$ cat src/hdl/thsc_pkg.sv
// Shared types, constants and the CRC-8 byte step for the scratchpad checker.
// Used by every module of the thermometer_scratchpad_checker block; no dependencies.
package thsc_pkg;

	// Frame geometry and CRC polynomial (reflected form).
	localparam int unsigned FRAME_LEN = 9;
	localparam int unsigned CRC_LEN   = 8;
	localparam logic [7:0]  CRC_POLY  = 8'h8C;

	// Byte position of the CRC byte, the last byte of a frame.
	localparam logic [3:0] POS_CRC = 4'(FRAME_LEN - 1);
	localparam logic [3:0] POS_LO  = 4'd0;
	localparam logic [3:0] POS_HI  = 4'd1;

	// Valid result range in signed sixteenths of a degree (-55 to 125 degrees).
	localparam logic signed [16:0] TEMP_MIN = -17'sd880;
	localparam logic signed [16:0] TEMP_MAX = 17'sd2000;

	// Result status codes.
	typedef enum logic [1:0] {
		ST_OK        = 2'd0,
		ST_ALL_ZERO  = 2'd1,
		ST_CRC_ERR   = 2'd2,
		ST_RANGE_ERR = 2'd3
	} status_t;

	// Result of one byte as seen by the output stage.
	typedef struct packed {
		logic               done;
		status_t            status;
		logic signed [11:0] temperature;
	} result_t;

	// One full byte of the reflected CRC-8, eight shallow bit steps.
	function automatic logic [7:0] crc8_byte(input logic [7:0] crc_in, input logic [7:0] data);
		logic [7:0] crc;
		logic [7:0] d;
		logic       mix;
		crc = crc_in;
		d   = data;
		for (int i = 0; i < 8; i++) begin
			mix = crc[0] ^ d[0];
			crc = crc >> 1;
			if (mix) begin
				crc = crc ^ CRC_POLY;
			end
			d = d >> 1;
		end
		return crc;
	endfunction

endpackage

$ cat src/hdl/thsc_frame.sv
// Frame tracker: byte position, running CRC, all-zero flag and temperature bytes.
// Produces the frame verdict on the CRC byte. Depends on thsc_pkg.
module thsc_frame (
	input  logic                      clk,
	input  logic                      arst_n,
	input  logic                      step,
	input  logic [7:0]                data,
	input  logic                      start,
	input  logic signed [12:0]        offset,
	output thsc_pkg::result_t         result,
	output logic [3:0]                position
);
	import thsc_pkg::*;

	logic [3:0]         pos_q;
	logic [7:0]         crc_q;
	logic               zero_q;
	logic [7:0]         lo_q;
	logic [7:0]         hi_q;

	logic               clr;
	logic [3:0]         pos_eff;
	logic [7:0]         crc_eff;
	logic               zero_eff;
	logic [7:0]         lo_eff;
	logic [7:0]         hi_eff;
	logic               zero_new;
	logic               last;
	logic signed [16:0] sum;

	// A frame start, or position zero, begins a fresh frame with this byte.
	assign clr      = start || (pos_q == '0);
	assign pos_eff  = clr ? 4'd0 : pos_q;
	assign crc_eff  = clr ? 8'd0 : crc_q;
	assign zero_eff = clr ? 1'b1 : zero_q;
	assign lo_eff   = clr ? 8'd0 : lo_q;
	assign hi_eff   = clr ? 8'd0 : hi_q;
	assign zero_new = zero_eff && (data == 8'd0);
	assign last     = (pos_eff == POS_CRC);

	// Raw reading plus trim at full width, so the range check sees no wrap.
	assign sum = 17'(signed'({hi_eff, lo_eff})) + 17'(offset);

	// Verdict in priority order: all zero, CRC mismatch, out of range.
	always_comb begin
		result.done        = last;
		result.status      = ST_OK;
		result.temperature = '0;
		if (zero_new) begin
			result.status = ST_ALL_ZERO;
		end else if (crc_eff != data) begin
			result.status = ST_CRC_ERR;
		end else if ((sum < TEMP_MIN) || (sum > TEMP_MAX)) begin
			result.status = ST_RANGE_ERR;
		end else begin
			result.temperature = sum[11:0];
		end
	end

	// Frame state advances once per byte transfer.
	always_ff @(posedge clk or negedge arst_n) begin
		if (!arst_n) begin
			pos_q  <= '0;
			crc_q  <= '0;
			zero_q <= 1'b1;
			lo_q   <= '0;
			hi_q   <= '0;
		end else if (step) begin
			if (last) begin
				pos_q  <= '0;
				crc_q  <= '0;
				zero_q <= 1'b1;
				lo_q   <= '0;
				hi_q   <= '0;
			end else begin
				pos_q  <= pos_eff + 4'd1;
				crc_q  <= (pos_eff < 4'(CRC_LEN)) ? crc8_byte(crc_eff, data) : crc_eff;
				zero_q <= zero_new;
				lo_q   <= (pos_eff == POS_LO) ? data : lo_eff;
				hi_q   <= (pos_eff == POS_HI) ? data : hi_eff;
			end
		end
	end

	assign position = pos_q;

endmodule

$ cat config.mk
export PLATFORM = sky130hd
export DESIGN_NAME = thsc_frame
export DESIGN_NICKNAME = d
export VERILOG_FILES = /design/src/hdl/thsc_pkg.sv /design/src/hdl/thsc_frame.sv
export SDC_FILE = /design/constraint.sdc
export NUM_CORES = 1
export LEC_CHECK = 0
export BUFFER_PORTS_ARGS = -buffer_cell sky130_fd_sc_hd__buf_2
export CORE_MARGIN = 4
export CORE_UTILIZATION = 48
export CTS_CLUSTER_DIAMETER = 60
export DETAILED_ROUTE_END_ITERATION = 6
export GPL_TIMING_DRIVEN = 0
export PLACE_DENSITY = 0.82
export RECOVER_POWER = 50
export SYNTH_ARGS = -nofsm -noshare
export SYNTH_HDL_FRONTEND = slang
export SYNTH_SLANG_ARGS = --single-unit
$ cat constraint.sdc
create_clock -name clk -period 5.23 [get_ports clk]
set_input_delay 0.523 -clock clk [delete_from_list [all_inputs] [get_ports clk]]
set_output_delay 0.523 -clock clk [all_outputs]
set_load 0.02 [all_outputs]
==> run summary <==
LAYOUT
-------------------------------------------------------------------------------
Layout Area Growth over Synthesis                                         22.9%
Number of antenna repair diodes                                               0
Non-filler cells, final                                                     529
# fillers                                                                   551
Nets                                                                        491
Finished Core Util                                                        0.615
Layout cell share with drive strength beyond 1                            0.217
Final instance area                                                  3950 sq um

WORST SETUP PATH
-------------------------------------------------------------------------------
Worst flop-to-flop path endpoint                                       crc_q[7]
R2R depth                                                                    12
Cells traversed along the worst timing path                        or4_4, buf_8, and3_4, ha_4, fa_2, maj3_2, and4_4, a211oi_4, buf_6, nor4_2, mux2_2, a211oi_2, o2111ai_1, mux2_4, buf_4, a41o_1, buf_4
Biggest fanout along the worst timing path                                    7
Arrival @ worst endpoint                                                4.74 ns
Classification of the worst setup path                             flip-flop to primary output
Slowest stage cell on the critical path                            sky130_fd_sc_hd__or4_4
FF-to-FF setup slack                                                    1.43 ns
Critical Path End Type                                             primary output
Cell repeated most along the worst path                            sky130_fd_sc_hd__buf_4
Critical path launch point type                                       flip-flop
Critical register-to-register path startpoint                       position[3]
Required time at the worst-slack endpoint                               4.71 ns
Slowest cell delay on critical path                                     0.57 ns

FLOW RUN
-------------------------------------------------------------------------------
Max capacitance violation total                                               1

FLOORPLANNING
-------------------------------------------------------------------------------
Chip Width                                                              89.8 um
Initial core utilization                                                  0.500
Row Count                                                                    29
Die Y                                                                   89.8 um
Top Ports                                                                    44
Floorplan die area                                                   8070 sq um
Placeable Area                                                       6420 sq um

CLOCK NETWORK
-------------------------------------------------------------------------------
Number of buffers created by CTS                                              5
Cts hold-fix bufs                                                             0
TritonCTS clock tree                                                        yes
Clock root cell                                                    sky130_fd_sc_hd__clkbuf_8
Clock sink total                                                             29
Clock-pin slew on the worst setup and hold paths                        0.06 ns
CTS H-Tree Depth                                                              2
Largest buffer count on any clock path                                        2
Insertion delay of the later-clocked pin in the worst-skew pair         0.28 ns

ROUTE
-------------------------------------------------------------------------------
First-pass iteration count of the detailed router                             6
Number of DRC markers after the initial detailed-route iteration            294
Remaining antenna violation count                                             0
Via count                                                                  3374
Detail-routed via count per cell                                           6.38
Detailed Route WL                                                       9120 um
DRC                                                                           0
Routed length per instance                                              17.2 um

PLACEMENT
-------------------------------------------------------------------------------
Placement Cell Area                                                  3560 sq um
Final GP Congestion                                                       0.895
Cell Count Post-Placement                                                   508
Half-perimeter wire length of the detailed placement result             6710 um
Count of port buffers added during placement                                 37
Dpl ws                                                                -0.491 ns

GLOBAL ROUTING
-------------------------------------------------------------------------------
Most crowded layer after global routing                                    met2
Initial antenna violation count                                               0
Global route overflow                                                         0
Total global-route track usage                                            0.218
Global-route wire length before repair                                 14800 um
Via count of the first global-routing pass                                 3115
Global-route met1 utilization                                             0.285
Maximum number of pins on one net before global-route repair                 30
Met2 capacity usage during global routing                                 0.379
Global Route met3 Usage                                                  0.0284

OUTCOME
-------------------------------------------------------------------------------
Result of the run                                                  finished, violations left
Violations in the final reports                                    capacitance limit, slew limit, setup timing

TIMING
-------------------------------------------------------------------------------
Final worst path period need                                            5.27 ns
Final Hold Vio Count                                                          0
Slew Viols, Final                                                            30
Final cycle utilization of the critical path                               1.01
Number of setup violations in the final report                                2
Final worst hold slack                                                 0.496 ns
Normalized max-slew margin                                             -0.00443
Least-Margin Pin Slew                                                   1.51 ns
Setup TNS                                                            -0.0466 ns
Setup repair after global routing missed its margin                        true
Clock tree skew after final layout                                   0.00562 ns
Worst setup slack after layout                                       -0.0374 ns
Maximum clock frequency                                               0.190 GHz

SYNTHESIS
-------------------------------------------------------------------------------
Cell count after synthesis                                                  394
Summed instance area of the synthesized netlist                      3210 sq um
Dominant cells by area after synthesis                             sky130_fd_sc_hd__dfrtp_1 22%, sky130_fd_sc_hd__xnor2_1 6.0%, sky130_fd_sc_hd__ha_1 5.4%
YS warnings                                                                   0
Count of distinct cell types in the synthesized netlist                      70
Number of synthesized flops with an enable pin                                0
Most common flop cell mapped by yosys                              sky130_fd_sc_hd__dfrtp_1
Area share of the largest cell type after synthesis                       0.218
Post-synth top cells                                               41 x sky130_fd_sc_hd__nand2_1, 28 x sky130_fd_sc_hd__dfrtp_1, 24 x sky130_fd_sc_hd__clkbuf_1, 23 x sky130_fd_sc_hd__o21ai_0
Library cell with the highest instance count after synthesis       sky130_fd_sc_hd__nand2_1
Yosys top cell by area                                             sky130_fd_sc_hd__dfrtp_1
Share of synthesized area occupied by flip-flops and latches              0.226
Share of flip-flops with an asynchronous set or reset                      1.00
Average instance area after synthesis                                8.16 sq um
Register bit count reported by yosys                                         29
Synthesized Nets                                                            434

POWER
-------------------------------------------------------------------------------
Internal power component                                               0.714 mW
Static leakage                                                          1.73 nW
Comb pwr share                                                            0.561
Overall Power                                                           1.27 mW
Net switching fraction of the power                                       0.437
Relative contribution of sequential cells to total power                  0.279
Switch Pwr                                                             0.554 mW
Power Dens Cells                                                    321 nW/um^2
Clock group share of total power                                          0.160
IR drop worst, VDD                                                     0.281 mV

MIN PATH
-------------------------------------------------------------------------------
Depth of the worst hold-timing path                                           1
Hold Crit Class                                                    flip-flop to flip-flop
Terminating pin of the worst hold path                                  hi_q[1]
HP Start                                                                hi_q[1]

worst max path at each step:
stage          cells after the start        start  slack, ns    endpoint
3_5_place_dp                      17  position[3]      -0.49   result[1]
2_1_floorplan                     15  position[3]      -0.19  result[11]
5_1_grt                           17  position[2]      -0.17  result[10]
6_report                          17  position[2]      -0.04  result[12]
3_3_place_gp                      17  position[3]      -0.40  result[10]
4_1_cts                           18  position[3]      0.005  result[10]
layout make-up:
| type | count | area, sq um | area share |
|---|---|---|---|
| buffer | 29 | 141 | 0.0358 |
| sequential | 29 | 728 | 0.184 |
| clock inverter | 1 | 5.00 | 0.00127 |
| clock buffer | 7 | 96.3 | 0.0244 |
| inverter | 12 | 45.0 | 0.0114 |
| multi-input combinational | 323 | 2480 | 0.628 |
| timing repair buffer | 51 | 359 | 0.0909 |
| tap | 77 | 96.3 | 0.0244 |
layer usage:
layer,wire length (um),vias up
met5,0,-
met4,144,0
met3,588,17
met2,4490,164
met1,3900,1594
li1,-,1599
state kept, by name, summed over array words and instances (netlist names):
register and cells:
crc_q 8, position 4, zero_q 1, hi_q 8, lo_q 8
logic make-up (layout without fill, tap and decap cells):
kind of cell	after synthesis	count (layout)	synth area share
mux	6	6	0.0214
xor+xnor	38	38	0.106
flops	29	29	0.226
buf+inv	42	100	0.0529
compound gates	119	119	0.276
simple gates	143	143	0.250
fa+ha+maj	17	17	0.0670
repair_timing:
action                     in CTS  in global routing
resized for setup              35                 16
pin swaps                       9                 13
buffers inserted               10                  4
cloned                          1                  0
setup endpoints to repair      14                 14
power groups by stage:
stage | combinational (mW) | sequential (mW) | clock (mW)
2_1_floorplan | 0.498 | 0.349 | 0
4_1_cts | 0.694 | 0.351 | 0.206
3_5_place_dp | 0.635 | 0.357 | 0
3_3_place_gp | 0.614 | 0.352 | 0
6_report | 0.712 | 0.354 | 0.203
5_1_grt | 0.782 | 0.361 | 0.219
critical path: cells and delay by family, from the launching register on:
family                     cells  cell delay [ns]
AOI/OAI and AO/OA              4             0.93
and+or+nand+nor                4             0.96
adders and majority gates      3             0.86
DFF                            1             0.40
muxes                          2             0.66
buffers and inverters          4             0.64
cell usage in the layout, fill, tap and decap left out, types with 4 or more instances in the layout:
cell and n:
sky130_fd_sc_hd__a31oi_1 11, sky130_fd_sc_hd__nor4_1 4, sky130_fd_sc_hd__o21a_1 4, sky130_fd_sc_hd__and3_1 16, sky130_fd_sc_hd__nor4_4 4, sky130_fd_sc_hd__nor2b_1 6, sky130_fd_sc_hd__buf_6 7, sky130_fd_sc_hd__o211ai_1 5
sky130_fd_sc_hd__inv_1 12, sky130_fd_sc_hd__xor2_1 15, sky130_fd_sc_hd__o2111ai_1 5, sky130_fd_sc_hd__ha_1 11, sky130_fd_sc_hd__a211oi_1 5, sky130_fd_sc_hd__nand2_1 41, sky130_fd_sc_hd__nand2b_1 5, sky130_fd_sc_hd__buf_2 22
sky130_fd_sc_hd__and4_1 5, sky130_fd_sc_hd__buf_4 18, sky130_fd_sc_hd__nor3_4 6, sky130_fd_sc_hd__o21ai_0 21, sky130_fd_sc_hd__a22o_1 16, sky130_fd_sc_hd__a21o_1 5, sky130_fd_sc_hd__clkbuf_8 7, sky130_fd_sc_hd__o21ai_1 4
sky130_fd_sc_hd__dfrtp_1 27, sky130_fd_sc_hd__xnor2_1 22, sky130_fd_sc_hd__clkbuf_1 26, sky130_fd_sc_hd__a21oi_1 12, sky130_fd_sc_hd__nand3_1 9, sky130_fd_sc_hd__nor2_1 22
No activity file was read; power rests on OpenSTA's default activity.
